===== src/rtl/cld_pkg.sv =====
// ============================================================================
// cld_pkg
// Shared types and constants of the credit-based dispatch block.
// ============================================================================
package cld_pkg;

    localparam int NUM_WORKERS_DEF = 16;
    localparam int QUEUE_DEPTH_DEF = 64;

    localparam int ACTION_W = 3;
    localparam int WORKER_W = 4;
    localparam int HANDLE_W = 16;
    localparam int ADDR_W   = 3;
    localparam int DATA_W   = 32;

    // Input action codes
    localparam logic [ACTION_W-1:0] ACT_CREDIT = 3'd0;
    localparam logic [ACTION_W-1:0] ACT_EVENT  = 3'd1;
    localparam logic [ACTION_W-1:0] ACT_STOP   = 3'd2;
    localparam logic [ACTION_W-1:0] ACT_TERM   = 3'd3;
    localparam logic [ACTION_W-1:0] ACT_CLEAR  = 3'd4;

    // Register index taken from paddr[2]
    localparam logic REG_LAX = 1'b0;

    typedef enum logic [2:0] {
        OP_CREDIT,
        OP_EVENT,
        OP_STOP,
        OP_TERM,
        OP_CLEAR
    } t_op;

    typedef enum logic [2:0] {
        KIND_ROUTE        = 3'd0,
        KIND_STOP         = 3'd1,
        KIND_TERM         = 3'd2,
        KIND_DISMISS_IDLE = 3'd3,
        KIND_DISMISS_STOP = 3'd4,
        KIND_ERR_IDLE     = 3'd5,
        KIND_OVERFLOW     = 3'd6
    } t_kind;

    typedef enum logic [1:0] {
        ST_IDLE,
        ST_CREDIT,
        ST_BCAST
    } t_state;

    typedef struct packed {
        t_op                 op;
        logic [WORKER_W-1:0] worker;
        logic [HANDLE_W-1:0] handle;
    } t_cmd;

    typedef struct packed {
        t_kind               kind;
        logic [WORKER_W-1:0] dest;
        logic [HANDLE_W-1:0] handle;
        logic                can_accept;
        logic                last;
    } t_res;

endpackage


===== src/rtl/cld_front.sv =====
// ============================================================================
// cld_front
// Input side: classifies items and queues commands for the back end.
// ============================================================================
module cld_front #(
    parameter int NUM_WORKERS = cld_pkg::NUM_WORKERS_DEF
) (
    input  logic                           i_clk,
    input  logic                           i_rst_n,
    input  logic                           i_push,
    output logic                           o_full,
    input  logic [cld_pkg::ACTION_W-1:0]   i_action,
    input  logic [cld_pkg::WORKER_W-1:0]   i_worker,
    input  logic [cld_pkg::HANDLE_W-1:0]   i_event_handle,
    output cld_pkg::t_cmd                  o_cmd,
    output logic                           o_cmd_valid,
    input  logic                           i_cmd_ready
);
    import cld_pkg::*;

    t_cmd       r_q [2];
    logic       r_wr;
    logic       r_rd;
    logic [1:0] r_cnt;
    logic       n_wr;
    logic       n_rd;
    logic [1:0] n_cnt;

    t_cmd       cmd_in;
    logic       keep;
    logic       do_wr;
    logic       do_rd;

    assign o_full      = (r_cnt == 2'd2);
    assign o_cmd_valid = (r_cnt != 2'd0);
    assign o_cmd       = r_q[r_rd];

    // Unknown actions and credits from out-of-range workers are dropped here
    always_comb begin
        keep           = 1'b1;
        cmd_in.worker  = i_worker;
        cmd_in.handle  = i_event_handle;
        cmd_in.op      = OP_CLEAR;
        unique case (i_action)
            ACT_CREDIT: begin
                cmd_in.op = OP_CREDIT;
                keep      = (7'(i_worker) < 7'(NUM_WORKERS));
            end
            ACT_EVENT: cmd_in.op = OP_EVENT;
            ACT_STOP:  cmd_in.op = OP_STOP;
            ACT_TERM:  cmd_in.op = OP_TERM;
            ACT_CLEAR: cmd_in.op = OP_CLEAR;
            default:   keep      = 1'b0;
        endcase
    end

    always_comb begin
        do_wr = i_push && !o_full && keep;
        do_rd = o_cmd_valid && i_cmd_ready;
        n_wr  = do_wr ? !r_wr : r_wr;
        n_rd  = do_rd ? !r_rd : r_rd;
        n_cnt = r_cnt + 2'(do_wr) - 2'(do_rd);
    end

    always_ff @(posedge i_clk) begin
        if (!i_rst_n) begin
            r_wr  <= 1'b0;
            r_rd  <= 1'b0;
            r_cnt <= 2'd0;
        end else begin
            r_wr  <= n_wr;
            r_rd  <= n_rd;
            r_cnt <= n_cnt;
        end
    end

    always_ff @(posedge i_clk) begin
        if (do_wr) begin
            r_q[r_wr] <= cmd_in;
        end
    end

endmodule


===== src/rtl/cld_back.sv =====
// ============================================================================
// cld_back
// Execution side: ready-worker queue, registration, flags and broadcasts.
// ============================================================================
module cld_back #(
    parameter int NUM_WORKERS = cld_pkg::NUM_WORKERS_DEF,
    parameter int QUEUE_DEPTH = cld_pkg::QUEUE_DEPTH_DEF
) (
    input  logic          i_clk,
    input  logic          i_rst_n,
    input  cld_pkg::t_cmd i_cmd,
    input  logic          i_cmd_valid,
    output logic          o_cmd_ready,
    input  logic          i_lax,
    output cld_pkg::t_res o_res,
    output logic          o_res_valid,
    input  logic          i_res_ready
);
    import cld_pkg::*;

    // Only workers 0..15 can be named by the 4-bit index
    localparam int MASK_W = (NUM_WORKERS < 16) ? NUM_WORKERS : 16;
    localparam int WIDX_W = $clog2(MASK_W);
    localparam int PTR_W  = $clog2(QUEUE_DEPTH);
    localparam int CNT_W  = $clog2(QUEUE_DEPTH + 1);

    t_state              r_state, n_state;
    logic [PTR_W-1:0]    r_head, n_head;
    logic [PTR_W-1:0]    r_tail, n_tail;
    logic [CNT_W-1:0]    r_count, n_count;
    logic [MASK_W-1:0]   r_mask, n_mask;
    logic                r_stop, n_stop;
    logic                r_term, n_term;
    logic [2:0]          r_pend, n_pend;      // {terminate, stop, overflow}
    logic [WORKER_W-1:0] r_wrk, n_wrk;
    logic [MASK_W-1:0]   r_bc_left, n_bc_left;
    t_kind               r_bc_kind, n_bc_kind;

    logic [WORKER_W-1:0] r_mem [QUEUE_DEPTH];
    logic [WORKER_W-1:0] r_rd_data;
    logic                r_byp_valid;
    logic [WORKER_W-1:0] r_byp_data;

    logic                mem_we;
    logic [WORKER_W-1:0] head_data;
    logic [WIDX_W-1:0]   widx;
    logic [WIDX_W-1:0]   bc_idx;
    logic                q_full;
    logic                fresh;

    function automatic logic [PTR_W-1:0] f_inc(input logic [PTR_W-1:0] p);
        logic [PTR_W-1:0] r;
        r = (p == PTR_W'(QUEUE_DEPTH - 1)) ? '0 : p + 1'b1;
        return r;
    endfunction

    function automatic logic [WIDX_W-1:0] f_lowest(input logic [MASK_W-1:0] v);
        logic [WIDX_W-1:0] idx;
        idx = '0;
        for (int i = MASK_W - 1; i >= 0; i--) begin
            if (v[i]) begin
                idx = WIDX_W'(i);
            end
        end
        return idx;
    endfunction

    assign head_data = r_byp_valid ? r_byp_data : r_rd_data;
    assign widx      = i_cmd.worker[WIDX_W-1:0];
    assign bc_idx    = f_lowest(r_bc_left);
    assign q_full    = (r_count == CNT_W'(QUEUE_DEPTH));
    assign fresh     = !r_mask[widx];

    always_comb begin
        n_state     = r_state;
        n_head      = r_head;
        n_tail      = r_tail;
        n_count     = r_count;
        n_mask      = r_mask;
        n_stop      = r_stop;
        n_term      = r_term;
        n_pend      = r_pend;
        n_wrk       = r_wrk;
        n_bc_left   = r_bc_left;
        n_bc_kind   = r_bc_kind;
        mem_we      = 1'b0;
        o_cmd_ready = 1'b0;
        o_res_valid = 1'b0;
        o_res.kind  = KIND_ROUTE;
        o_res.dest  = '0;
        o_res.handle = '0;
        o_res.last  = 1'b0;

        unique case (r_state)
            ST_IDLE: begin
                if (i_cmd_valid) begin
                    unique case (i_cmd.op)
                        OP_CREDIT: begin
                            o_cmd_ready = 1'b1;
                            if (!q_full) begin
                                mem_we  = 1'b1;
                                n_tail  = f_inc(r_tail);
                                n_count = r_count + 1'b1;
                            end
                            if (fresh) begin
                                n_mask[widx] = 1'b1;
                            end
                            n_pend = {fresh && r_term, fresh && r_stop, q_full};
                            n_wrk  = i_cmd.worker;
                            if (n_pend != 3'b000) begin
                                n_state = ST_CREDIT;
                            end
                        end
                        OP_EVENT: begin
                            if (i_res_ready) begin
                                o_cmd_ready  = 1'b1;
                                o_res_valid  = 1'b1;
                                o_res.handle = i_cmd.handle;
                                o_res.last   = 1'b1;
                                priority if (i_lax && r_count == '0) begin
                                    o_res.kind = KIND_DISMISS_IDLE;
                                end else if (r_stop) begin
                                    o_res.kind = KIND_DISMISS_STOP;
                                end else if (r_count == '0) begin
                                    o_res.kind = KIND_ERR_IDLE;
                                end else begin
                                    o_res.kind = KIND_ROUTE;
                                    o_res.dest = head_data;
                                    n_head     = f_inc(r_head);
                                    n_count    = r_count - 1'b1;
                                end
                            end
                        end
                        OP_STOP: begin
                            o_cmd_ready = 1'b1;
                            n_stop      = 1'b1;
                            n_bc_left   = r_mask;
                            n_bc_kind   = KIND_STOP;
                            if (r_mask != '0) begin
                                n_state = ST_BCAST;
                            end
                        end
                        OP_TERM: begin
                            o_cmd_ready = 1'b1;
                            n_term      = 1'b1;
                            n_bc_left   = r_mask;
                            n_bc_kind   = KIND_TERM;
                            if (r_mask != '0) begin
                                n_state = ST_BCAST;
                            end
                        end
                        OP_CLEAR: begin
                            o_cmd_ready = 1'b1;
                            n_stop      = 1'b0;
                            n_term      = 1'b0;
                        end
                        default: begin
                            o_cmd_ready = 1'b1;
                        end
                    endcase
                end
            end
            ST_CREDIT: begin
                if (i_res_ready) begin
                    o_res_valid = 1'b1;
                    o_res.dest  = r_wrk;
                    priority if (r_pend[0]) begin
                        o_res.kind = KIND_OVERFLOW;
                        n_pend[0]  = 1'b0;
                    end else if (r_pend[1]) begin
                        o_res.kind = KIND_STOP;
                        n_pend[1]  = 1'b0;
                    end else begin
                        o_res.kind = KIND_TERM;
                        n_pend[2]  = 1'b0;
                    end
                    o_res.last = (n_pend == 3'b000);
                    if (o_res.last) begin
                        n_state = ST_IDLE;
                    end
                end
            end
            ST_BCAST: begin
                if (i_res_ready) begin
                    o_res_valid       = 1'b1;
                    o_res.kind        = r_bc_kind;
                    o_res.dest        = WORKER_W'(bc_idx);
                    n_bc_left[bc_idx] = 1'b0;
                    o_res.last        = (n_bc_left == '0);
                    if (o_res.last) begin
                        n_state = ST_IDLE;
                    end
                end
            end
            default: begin
                n_state = ST_IDLE;
            end
        endcase

        // Ready status as it stands after this item
        o_res.can_accept = i_lax || (n_count != '0);
    end

    always_ff @(posedge i_clk) begin
        if (!i_rst_n) begin
            r_state     <= ST_IDLE;
            r_head      <= '0;
            r_tail      <= '0;
            r_count     <= '0;
            r_mask      <= '0;
            r_stop      <= 1'b0;
            r_term      <= 1'b0;
            r_pend      <= 3'b000;
            r_byp_valid <= 1'b0;
        end else begin
            r_state     <= n_state;
            r_head      <= n_head;
            r_tail      <= n_tail;
            r_count     <= n_count;
            r_mask      <= n_mask;
            r_stop      <= n_stop;
            r_term      <= n_term;
            r_pend      <= n_pend;
            // A write landing on the next head slot is forwarded
            r_byp_valid <= mem_we && (r_tail == n_head);
        end
    end

    always_ff @(posedge i_clk) begin
        r_wrk     <= n_wrk;
        r_bc_left <= n_bc_left;
        r_bc_kind <= n_bc_kind;
    end

    // Ready-worker memory: one write port at the tail, head read registered
    always_ff @(posedge i_clk) begin
        if (mem_we) begin
            r_mem[r_tail] <= i_cmd.worker;
        end
        r_rd_data  <= r_mem[n_head];
        r_byp_data <= i_cmd.worker;
    end

endmodule


===== src/rtl/cld_resq.sv =====
// ============================================================================
// cld_resq
// Two-entry result queue between the back end and the result ports.
// ============================================================================
module cld_resq (
    input  logic          i_clk,
    input  logic          i_rst_n,
    input  cld_pkg::t_res i_res,
    input  logic          i_res_valid,
    output logic          o_res_ready,
    output cld_pkg::t_res o_res,
    output logic          o_empty,
    input  logic          i_pop
);
    import cld_pkg::*;

    t_res       r_q [2];
    logic       r_wr, n_wr;
    logic       r_rd, n_rd;
    logic [1:0] r_cnt, n_cnt;
    logic       do_wr;
    logic       do_rd;

    assign o_res_ready = (r_cnt != 2'd2);
    assign o_empty     = (r_cnt == 2'd0);
    assign o_res       = r_q[r_rd];

    always_comb begin
        do_wr = i_res_valid && o_res_ready;
        do_rd = i_pop && !o_empty;
        n_wr  = do_wr ? !r_wr : r_wr;
        n_rd  = do_rd ? !r_rd : r_rd;
        n_cnt = r_cnt + 2'(do_wr) - 2'(do_rd);
    end

    always_ff @(posedge i_clk) begin
        if (!i_rst_n) begin
            r_wr  <= 1'b0;
            r_rd  <= 1'b0;
            r_cnt <= 2'd0;
        end else begin
            r_wr  <= n_wr;
            r_rd  <= n_rd;
            r_cnt <= n_cnt;
        end
    end

    always_ff @(posedge i_clk) begin
        if (do_wr) begin
            r_q[r_wr] <= i_res;
        end
    end

endmodule


===== src/rtl/credit_load_balancer_dispatch_top.sv =====
// ============================================================================
// credit_load_balancer_dispatch_top
// Credit-based work dispatcher: routes events to ready workers.
//
//  Channel   Handshake             Fields
//  --------  --------------------  --------------------------------------------
//  input     push / full           i_action, i_worker, i_event_handle
//  result    pop / empty           o_kind, o_dest_worker, o_routed_handle,
//                                  o_can_accept, o_last
//  config    APB psel/penable      lax at byte address 0
//
//  Credits and events run at one item per cycle while the result queue has room
//  and no credit or broadcast results are pending. An event's result passes
//  through the command and result queues; a credit or broadcast issues its
//  results from ST_CREDIT or ST_BCAST, which holds the executor until one
//  message per result or per registered worker has gone out. Reset is
//  synchronous; no clearing pass is needed. full and empty stall each side
//  through the command and result queues; a held result side backs up to full.
// ============================================================================
module credit_load_balancer_dispatch_top #(
    parameter int NUM_WORKERS = cld_pkg::NUM_WORKERS_DEF,
    parameter int QUEUE_DEPTH = cld_pkg::QUEUE_DEPTH_DEF
) (
    input  logic                         i_clk,
    input  logic                         i_rst_n,
    input  logic                         push,
    output logic                         full,
    input  logic [cld_pkg::ACTION_W-1:0] i_action,
    input  logic [cld_pkg::WORKER_W-1:0] i_worker,
    input  logic [cld_pkg::HANDLE_W-1:0] i_event_handle,
    output logic                         empty,
    input  logic                         pop,
    output logic [2:0]                   o_kind,
    output logic [cld_pkg::WORKER_W-1:0] o_dest_worker,
    output logic [cld_pkg::HANDLE_W-1:0] o_routed_handle,
    output logic                         o_can_accept,
    output logic                         o_last,
    input  logic                         psel,
    input  logic                         penable,
    input  logic                         pwrite,
    input  logic [cld_pkg::ADDR_W-1:0]   paddr,
    input  logic [cld_pkg::DATA_W-1:0]   pwdata,
    output logic [cld_pkg::DATA_W-1:0]   prdata,
    output logic                         pready
);
    import cld_pkg::*;

    logic r_lax;
    t_cmd cmd;
    logic cmd_valid;
    logic cmd_ready;
    t_res res_in;
    logic res_in_valid;
    logic res_in_ready;
    t_res res_out;

    assign pready = 1'b1;
    assign prdata = (paddr[2] == REG_LAX) ? DATA_W'(r_lax) : '0;

    always_ff @(posedge i_clk) begin
        if (!i_rst_n) begin
            r_lax <= 1'b0;
        end else if (psel && penable && pwrite && pready && paddr[2] == REG_LAX) begin
            r_lax <= pwdata[0];
        end
    end

    cld_front #(
        .NUM_WORKERS (NUM_WORKERS)
    ) u_front (
        .i_clk          (i_clk),
        .i_rst_n        (i_rst_n),
        .i_push         (push),
        .o_full         (full),
        .i_action       (i_action),
        .i_worker       (i_worker),
        .i_event_handle (i_event_handle),
        .o_cmd          (cmd),
        .o_cmd_valid    (cmd_valid),
        .i_cmd_ready    (cmd_ready)
    );

    cld_back #(
        .NUM_WORKERS (NUM_WORKERS),
        .QUEUE_DEPTH (QUEUE_DEPTH)
    ) u_back (
        .i_clk       (i_clk),
        .i_rst_n     (i_rst_n),
        .i_cmd       (cmd),
        .i_cmd_valid (cmd_valid),
        .o_cmd_ready (cmd_ready),
        .i_lax       (r_lax),
        .o_res       (res_in),
        .o_res_valid (res_in_valid),
        .i_res_ready (res_in_ready)
    );

    cld_resq u_resq (
        .i_clk       (i_clk),
        .i_rst_n     (i_rst_n),
        .i_res       (res_in),
        .i_res_valid (res_in_valid),
        .o_res_ready (res_in_ready),
        .o_res       (res_out),
        .o_empty     (empty),
        .i_pop       (pop)
    );

    assign o_kind          = res_out.kind;
    assign o_dest_worker   = res_out.dest;
    assign o_routed_handle = res_out.handle;
    assign o_can_accept    = res_out.can_accept;
    assign o_last          = res_out.last;

endmodule


===== config.mk =====
export PLATFORM = sky130hd
export DESIGN_NAME = credit_load_balancer_dispatch_top
export DESIGN_NICKNAME = d
export VERILOG_FILES = /design/src/rtl/cld_pkg.sv /design/src/rtl/cld_front.sv /design/src/rtl/cld_back.sv /design/src/rtl/cld_resq.sv /design/src/rtl/credit_load_balancer_dispatch_top.sv
export SDC_FILE = /design/constraint.sdc
export NUM_CORES = 1
export LEC_CHECK = 0
export BUFFER_PORTS_ARGS = -buffer_cell sky130_fd_sc_hd__buf_2
export CAP_MARGIN = 20
export CORE_ASPECT_RATIO = 1.4
export CORE_MARGIN = 3
export CORE_UTILIZATION = 50
export DETAILED_ROUTE_END_ITERATION = 12
export PLACE_DENSITY = 0.73
export SYNTH_ARGS = -nofsm -noshare
export SYNTH_HDL_FRONTEND = slang
export SYNTH_SLANG_ARGS = --single-unit
export TNS_END_PERCENT = 10

===== constraint.sdc =====
create_clock -name i_clk -period 4.3 [get_ports i_clk]
set_input_delay 0.645 -clock i_clk [delete_from_list [all_inputs] [get_ports i_clk]]
set_output_delay 0.645 -clock i_clk [all_outputs]
set_load 0.02 [all_outputs]

-- Word-level counts from Yosys, hierarchy flattened
Memories as Yosys holds them, arrays and structs flattened. A register that Yosys moved wholly into a read port is not among the register bits.
Cells that the tools add are included.
- bitwise gates (word level): 6
- add/subtract/negate cells: 8
- reductions and logical operators: 50
- equality and inequality tests: 26
- magnitude comparators: 4
- mux-type cells: 108
- operators with widths (operator ; count):
    $mux W4 ; 20
    $mux W23 ; 3
    $mux W16 ; 4
    $mux W7 ; 9
    $mux W6 ; 9
    $pmux W16 S2 ; 1
    $mux W1 ; 30
    $mux W2 ; 11
    $mux W3 ; 7
    $pmux W7 S3 ; 1
    $and A16 B16 Y16 ; 1
    $logic_not A16 Y1 ; 1
    $not A16 Y16 ; 1
    $or A16 B16 Y16 ; 1
    $reduce_and A4 Y1 ; 4
    $reduce_bool A16 Y1 ; 1
    $logic_and A1 B1 Y1 ; 14
    $pmux W7 S2 ; 1
    $add A6 B1 Y6 const B ; 2
    $eq A3 B2 Y1 const B ; 4
    $eq A6 B6 Y1 const B ; 2
    $pmux W3 S2 ; 2
    $pmux W3 S4 ; 1
    $reduce_and A3 Y1 ; 4
    34 further kinds ; 68
- output and inout bits: 60
- RAM bits: 352
- memories kept: 3
- input port bits: 65
- word-level logic and storage cells: 225
- flip-flop bits (word level): 79
- memory list (name ; depth ; bits a word ; read ports ; clocked after Yosys merged registers in ; wr ports ; RTL line ; RTL):
    u_back.r_mem ; 64 ; 4 ; 1 ; 1 ; 1 ; cld_back.sv:39 ; logic [WORKER_W-1:0] r_mem [QUEUE_DEPTH];
    u_resq.r_q ; 2 ; 25 ; 1 ; 1 ; 1 ; cld_resq.sv:17 ; t_res r_q [2];
    u_front.r_q ; 2 ; 23 ; 1 ; 1 ; 1 ; cld_front.sv:21 ; t_cmd r_q [2];

-- Logic depth before layout (Yosys ltp)
Gate-level depths: netlist of the first run.
- word-level depth: 26
- gate-level depth with buffers: 16
- gate-level depth less buffers: 11

-- By module
From an unflattened synthesis of the first run, not the netlist that was laid out.
- cell total of the unflattened synthesis: 1412
- area, all modules: 19299.8 µm²
- by module, submodules not included (module ; cells an instance ; seq. area each (µm²) ; times used ; area an instance (µm²)):
    cld_back ; 1168 ; 9369.0 ; 1 ; 14891.8
    cld_resq ; 102 ; 1601.5 ; 1 ; 2142.1
    cld_front ; 102 ; 1481.4 ; 1 ; 1950.6
    credit_load_balancer_dispatch_top ; 40 ; 20.0 ; 1 ; 315.3

-- Least setup slack after synthesis of the first run
Ideal clock, no wire load.
- path type: flip-flop to flip-flop
- start: register (tool-made name)
- end: memory u_back.r_mem[0][3] (data pin)
- period minus slack after synthesis: 4.594 ns
- required time: 3.584 ns
- path slack: -0.294 ns
- buffers on the path: 4
- cell stages (with the launch flop): 6
- library setup time: 0.716 ns
- arrival: 3.878 ns
- cell sequence: dfxtp_1 buf_6 clkbuf_1 buf_1 clkbuf_1 o21ai_0
- RTL lines (item ; RTL line):
    end, declared ; cld_back.sv:39

-- Worst setup path in the final report of the first run
- start: register u_back.r_state[0]
- end: register u_back.r_rd_data[3], read port of u_back.r_mem
- cells in the longest elaborated chain, start to end: 2
- ends and longest elaborated chain (item ; RTL line ; RTL):
    start, declared ; cld_back.sv:27 ; t_state r_state, n_state;
    start signal, assigned ; cld_back.sv:216 ; r_state <= n_state;
    $logic_not A2 Y1 ; cld_back.sv:94 ; unique case (r_state)
    $mux W6 ; cld_back.sv:94 ;
    end, declared ; cld_back.sv:40 ; logic [WORKER_W-1:0] r_rd_data;
Every way passes these cells.
A chain may end at the register's enable or synchronous reset.

==> results by group, run 1 <==
Run status
  – Status: complete, no violations

Timing
  – Slew Limit Headroom: 22.9%
  – Setup slack after layout: 458 ps
  – F_max: 260 MHz
  – Tightest Pin Transition: 1140 ps
  – Minimum clock period: 3840 ps
  – Finish-stage setup viols: 0
  – Max-slew violations: 0
  – Unrepaired setup endpoints after global routing: no
  – Fin. Hold Viols: 0
  – Clock skew: 14.2 ps
  – Final period utilization: 89.3%
  – Setup Total Neg Slack: 0 ps
  – WHS: 303 ps

Die
  – Die width: 170 um
  – Num ports: 125
  – Initial Utilization: 51.2%
  – Die height: 236 um
  – Row cnt: 83
  – Core area: 37000 sq um
  – Die area: 40300 sq um

Power
  – Tot Pwr: 10.4 mW
  – Leak: 7.20 nW
  – Power density cells: 497 nW/um^2
  – Peak VDD IR: 277 uV

Synth
  – Cell variety after synth: 76
  – Mapped Avg Cell Area: 12.3 sq um
  – Yosys warning count: 0
  – Seq/Total Area, Yosys: 65.9%
  – Synth Register Bits: 436
  – Post-Syn Area: 18900 sq um
  – Mapped Cells: 1543
  – Top_reg_cell synth: edfxtp_1
  – EDFF count, synth: 374
  – Synth async-reset ratio: 0%

Finish
  – Area grow syn2layout: 11.1%
  – Commonest non-fill, non-tap cells in the layout: 374 x edfxtp_1, 250 x nand2_1, 133 x nor2_1, 72 x a21oi_1, 61 x dfxtp_1
  – Fill count: 2975
  – Nets: 1676
  – N_diodes: 0
  – Most common cell after layout, fill and taps aside: edfxtp_1
  – Layout cells sized above 1: 13.1%

Global route
  – Antenna violations before repair: 0
  – First-pass GRT wire length: 64800 um
  – GR Overflow Total: 0
  – GRT Util Overall: 20.5%
  – Vias in the first global route: 12200
  – Largest net degree at the start of global routing: 69

Setup path
  – R2r setup slk: 460 ps
  – Largest delay share family, worst path: simple AND/OR/NAND/NOR gates
  – Setup crit start: u_back.r_state[0]
  – Setup CP Type: reg -> reg
  – Crit Path Max Fanout: 28
  – Worst path bufs/invs: 2
  – Startpoint types: register
  – Worst R2R Start: u_back.r_state[0]
  – Critical-path top delay cell: or4_1
  – Critical Path Sink Type: register
  – Cells along the critical path: inv_1, ha_1, o21a_1, o211ai_2, o21ai_1, and2_2, buf_4, nand2_1, nand3_1, a21oi_1, or4_1, nor4_1
  – Critical path required time: 4720 ps
  – Largest incremental delay on the critical path: 630 ps
  – Arrival time worst endpoint: 4260 ps

Drt
  – DRT iter0 DRCs: 1052
  – Post-route DRC violation count: 0
  – Vias: 12300
  – Via density: 5.87
  – Final ANT Viol Nets: 0
  – Wire length per cell: 20.3 um
  – Drt pass-1 iters: 7
  – Routed WL: 42500 um

Worst hold path
  – Worst hold start: i_worker[1]
  – Hold Path Class: in -> reg

Place
  – Routability Congestion: 0.945
  – Hpwl dp: 27700 um
  – Pre-CTS setup slack: 516 ps
  – PortBufs: 59

CTS
  – CTS Sinks: 436
  – CTS tree: yes
  – Clk buf depth: 3
  – H-tree depth: 2
  – Skew-Pair Late Insertion Delay: 540 ps
  – Clock root buffer: clkbuf_16
  – Cts-stage hold buffer count: 0
  – Post-CTS Setup Inserts: 0
  – Post-CTS sizing: 0
  – Worst-path clk slew: 60 ps
  – Num CTS Buffers: 42

Run
  – Maxcap violations: 0
sequential cells by signal, indices dropped and copies added, names as in the netlist, 2 cells and up, named ones only:
signal	count
u_front.r_cnt	2
u_back.r_bc_kind	2
u_front.r_q	46
u_back.r_bc_left	16
u_back.r_count	7
u_back.r_head	6
u_back.r_mask	16
u_back.r_pend	3
u_resq.r_q	50
u_back.r_state	2
u_back.r_byp_data	4
u_back.r_wrk	4
u_back.r_rd_data	4
u_back.r_tail	6
u_resq.r_cnt	2
u_back.r_mem	256
final timing paths:
| check | cells after the start | endpoint |
|---|---|---|
| hold / removal | 1 | u_front.r_q[0][17] |
| hold reg to reg | 2 | u_back.r_mask[13] |
| setup / recovery | 12 | u_back.r_rd_data[3] |
| setup reg to reg | 12 | u_back.r_rd_data[3] |
where the power goes:
group / total [mW] / internal (mW) / leakage (nW) / switching, mW
registers: 5.17 / 5.02 / 3.90 / 0.148
clock network: 3.64 / 2.15 / 0.675 / 1.48
logic: 1.64 / 0.537 / 2.63 / 1.10
total: 10.4 / 7.71 / 7.20 / 2.73
cells in the mapped netlist, types with 32 or more instances:
library cell | n | area (sq um)
edfxtp_1 | 374 | 11200
nor2_1 | 136 | 510
nor2b_1 | 45 | 282
a21oi_1 | 72 | 360
buf_4 | 34 | 255
nand3_1 | 54 | 270
mux2i_1 | 57 | 571
clkbuf_1 | 39 | 146
nand2_1 | 252 | 946
a32oi_1 | 37 | 324
dfxtp_1 | 62 | 1240
o21ai_0 | 32 | 160
per-layer routing:
metal,GRT usage [%],up-vias,wire length (um)
met5,0,-,0
met4,8.44,0,1520
met3,2.73,115,2260
met2,38.2,459,23000
li1,-,5735,-
met1,23.5,5993,15600
metrics by stage:
| step | cell area, sq um | utilization (%) | instances |
|---|---|---|---|
| floorplan | 19000 | - | 1573 |
| global placement | 19600 | 53.0 | 2018 |
| detailed placement | 19600 | 53.1 | 2019 |
| CTS | 21000 | 56.8 | 2094 |
| global route | 21000 | 56.9 | 2097 |
| finish | 21000 | 56.9 | 2097 |
kinds of logic (layout without fill, tap and decap cells):
group,Yosys count,in the layout,synth area share (%)
AND/OR/NAND/NOR,608,608,15.0
other,2,32,0.0397
adder cells (fa/ha/maj),13,13,0.846
XOR/XNOR,18,18,0.952
multiplexers,86,86,4.98
AO/OA/AOI/OAI,242,242,8.58
buffers and inverters,138,195,3.68
flip-flops,436,436,65.9
cell type report:
| type | instances | area (sq um) | share of cell area [%] |
|---|---|---|---|
| sequential | 436 | 12500 | 59.3 |
| multi-input combinational | 999 | 5900 | 28.0 |
| clock buffer | 55 | 1160 | 5.53 |
| timing repair buffer | 89 | 586 | 2.78 |
| tap | 467 | 584 | 2.78 |
| clock inverter | 20 | 210 | 0.999 |
| inverter | 31 | 116 | 0.553 |
worst register-to-register path, delay by kind of cell, from the launching register on:
kind | cells | cell delay, ps
compound gates | 4 | 950
fa+ha+maj | 1 | 300
buf+inv | 2 | 470
flops | 1 | 350
simple gates | 5 | 1660
No activity file was read; power rests on OpenSTA's default activity.
==> inputs of run 2 (changes only) <==
BUFFER_PORTS_ARGS = default   (was -buffer_cell sky130_fd_sc_hd__buf_2)
DONT_BUFFER_PORTS = 1   (was default)
PLACE_DENSITY = 0.71   (was 0.73)
SKIP_CTS_REPAIR_TIMING = 1   (was default)
==> run 2 against run 1 <==
- critical path depth did not move
- clock skew barely moved
- maximum frequency fell by 2.0%
- first-iteration DRC count fell by 5.7%
- clock power fell by 2%
- final cell count fell by 2.9%
- core utilization fell by 0.98 points
- via count fell by 3.6%
- worst setup slack got worse by 79 ps
- sequential share of layout area rose by 1.0 points
==> results by group, run 2 (synthesized netlist as in run 1, its figures left out) <==
Power
  – Sequential power share: 50.0%
  – Clock share of power: 34.8%
  – Switching portion of total power: 26.5%
  – P_sw: 2.73 mW
  – Power density cells: 497 nW/um^2
  – Combinational fraction of design power: 15.2%
  – Power Internal: 7.56 mW
  – Leak: 6.94 nW
  – Peak VDD IR: 325 uV

Global route
  – GRT met1 Usage: 22.7%
  – M3 GR Usage: 3.24%
  – GRT Util Overall: 20.1%
  – Vias in the first global route: 11700
  – Largest net degree at the start of global routing: 97
  – First-pass GRT wire length: 63300 um
  – GR Overflow Total: 0
  – GR peak layer: met2
  – Met2 Use GR: 36.6%
  – Antenna violations before repair: 0

CTS
  – Skew-Pair Late Insertion Delay: 550 ps
  – Num CTS Buffers: 41
  – H-tree depth: 2
  – Worst-path clk slew: 60 ps
  – Clock root buffer: clkbuf_16
  – Clk buf depth: 3
  – CTS Sinks: 436
  – CTS tree: yes

Timing
  – Finish-stage setup viols: 0
  – Clock skew: 14.5 ps
  – Tightest Pin Transition: 941 ps
  – Minimum clock period: 3920 ps
  – Slew Limit Headroom: 37.2%
  – Max-slew violations: 0
  – Final period utilization: 91.2%
  – Setup Total Neg Slack: 0 ps
  – F_max: 255 MHz
  – Fin. Hold Viols: 0
  – Unrepaired setup endpoints after global routing: no

Setup path
  – Critical path required time: 4730 ps
  – Arrival time worst endpoint: 4360 ps
  – Setup crit start: u_back.r_count[0]
  – Largest incremental delay on the critical path: 580 ps
  – Setup CP Type: reg -> reg
  – R2r setup slk: 380 ps
  – Worst path bufs/invs: 2
  – Crit Path Max Fanout: 15
  – R2R cell count: 12
  – Critical-path top delay cell: or4_1
  – Startpoint types: register
  – Critical Path Sink Type: register
  – Largest delay share family, worst path: simple AND/OR/NAND/NOR gates
  – Crit path top cell by count: a21oi_1
  – Crit. path cell count: 12
  – Cells along the critical path: inv_1, ha_1, nor3b_2, a21oi_1, nand2_2, a21oi_2, nor2_1, buf_4, a32oi_1, a21oi_1, or4_1, nor4_1
  – Worst R2R Start: u_back.r_count[0]
  – Endpoint of the worst-slack reg-to-reg timing path: u_back.r_rd_data[0]

Place
  – Routability Congestion: 0.902
  – Hpwl dp: 27000 um
  – PortBufs: 0
  – Placed cell area: 19300 sq um

Drt
  – Final ANT Viol Nets: 0
  – Vias: 11900
  – Drt pass-1 iters: 6
  – DRT iter0 DRCs: 992
  – Via density: 5.82
  – Post-route DRC violation count: 0
  – Wire length per cell: 20.2 um
  – Routed WL: 41100 um

Die
  – Core area: 37000 sq um
  – Die height: 236 um
  – Initial Utilization: 51.2%
  – Die area: 40300 sq um
  – Die width: 170 um
  – Row cnt: 83
  – Num ports: 125

Finish
  – Area grow syn2layout: 9.22%
  – Layout cells sized above 1: 9.94%
  – Most common cell after layout, fill and taps aside: edfxtp_1
  – Commonest non-fill, non-tap cells in the layout: 374 x edfxtp_1, 250 x nand2_1, 133 x nor2_1, 72 x a21oi_1, 61 x dfxtp_1
  – Max FFs per register: 256
  – Fin area: 20700 sq um
  – Largest registers: u_back.r_mem (256), u_resq.r_q (50), u_front.r_q (46)
  – Nets: 1617
  – N_diodes: 0
  – Largest register by flop count: u_back.r_mem

Worst hold path
  – Hold endpoint: u_front.r_q[0][1]
  – Hold Path Class: in -> reg
  – Hold Path Depth: 0
  – Worst hold start: i_event_handle[1]

Run status
  – Status: complete, no violations

Run
  – Maxcap violations: 0
==> run 2: cell count changes in the layout (fill, tap and decap cells not counted), moves of 2 or more <==
| cell | previous run | this run |
|---|---|---|
| clkinv_4 | 3 | 1 |
| clkbuf_16 | 45 | 41 |
| inv_6 | 0 | 4 |
| clkinv_1 | 5 | 9 |
| buf_4 | 26 | 28 |
| buf_2 | 59 | 0 |
| clkbuf_1 | 10 | 4 |
==> run 2: metal layers <==
layer | vias up | share of wire [%]
li1 | 5609 | -
met1 | 5744 | 37
met3 | 111 | 5.4
met5 | - | 0
met2 | 392 | 53
met4 | 0 | 5.2
==> run 2: power groups by stage <==
stage	registers, mW	clock network [mW]	logic (mW)
2_1_floorplan	5.20	0	1.13
3_3_place_gp	5.25	0	1.49
3_5_place_dp	5.26	0	1.51
4_1_cts	5.17	3.64	1.52
5_1_grt	5.17	3.82	1.70
6_report	5.14	3.57	1.56
==> run 2: cell type report <==
| class | count | area, sq um |
|---|---|---|
| Clock inverter | 28 | 279 |
| Sequential cell | 436 | 12500 |
| Tap cell | 467 | 584 |
| Timing Repair Buffer | 31 | 278 |
| Multi-Input combinational cell | 999 | 5900 |
| Clock buffer | 45 | 1040 |
| Inverter | 31 | 116 |
| Fill cell | 3023 | 16300 |
==> run 2: per-stage QoR <==
stage               hold WS (ps)  std cells  worst slack, ps  utilization, %  power (mW)
floorplan                    481       1573              791               -        6.33
global placement             508       1961              514            52.2        6.74
detailed placement           523       1961              350            52.2        6.78
CTS                          164       2034              310            55.8        10.3
global route                 168       2037              107            55.9        10.7
finish                       191       2037              379            55.9        10.3
==> run 2: worst max path at each step <==
stage / end
finish: u_back.r_rd_data[0]
global route: u_back.r_rd_data[0]
floorplan: u_back.r_state[1]
detailed placement: u_back.r_rd_data[0]
CTS: u_back.r_rd_data[0]
global placement: u_back.r_rd_data[0]
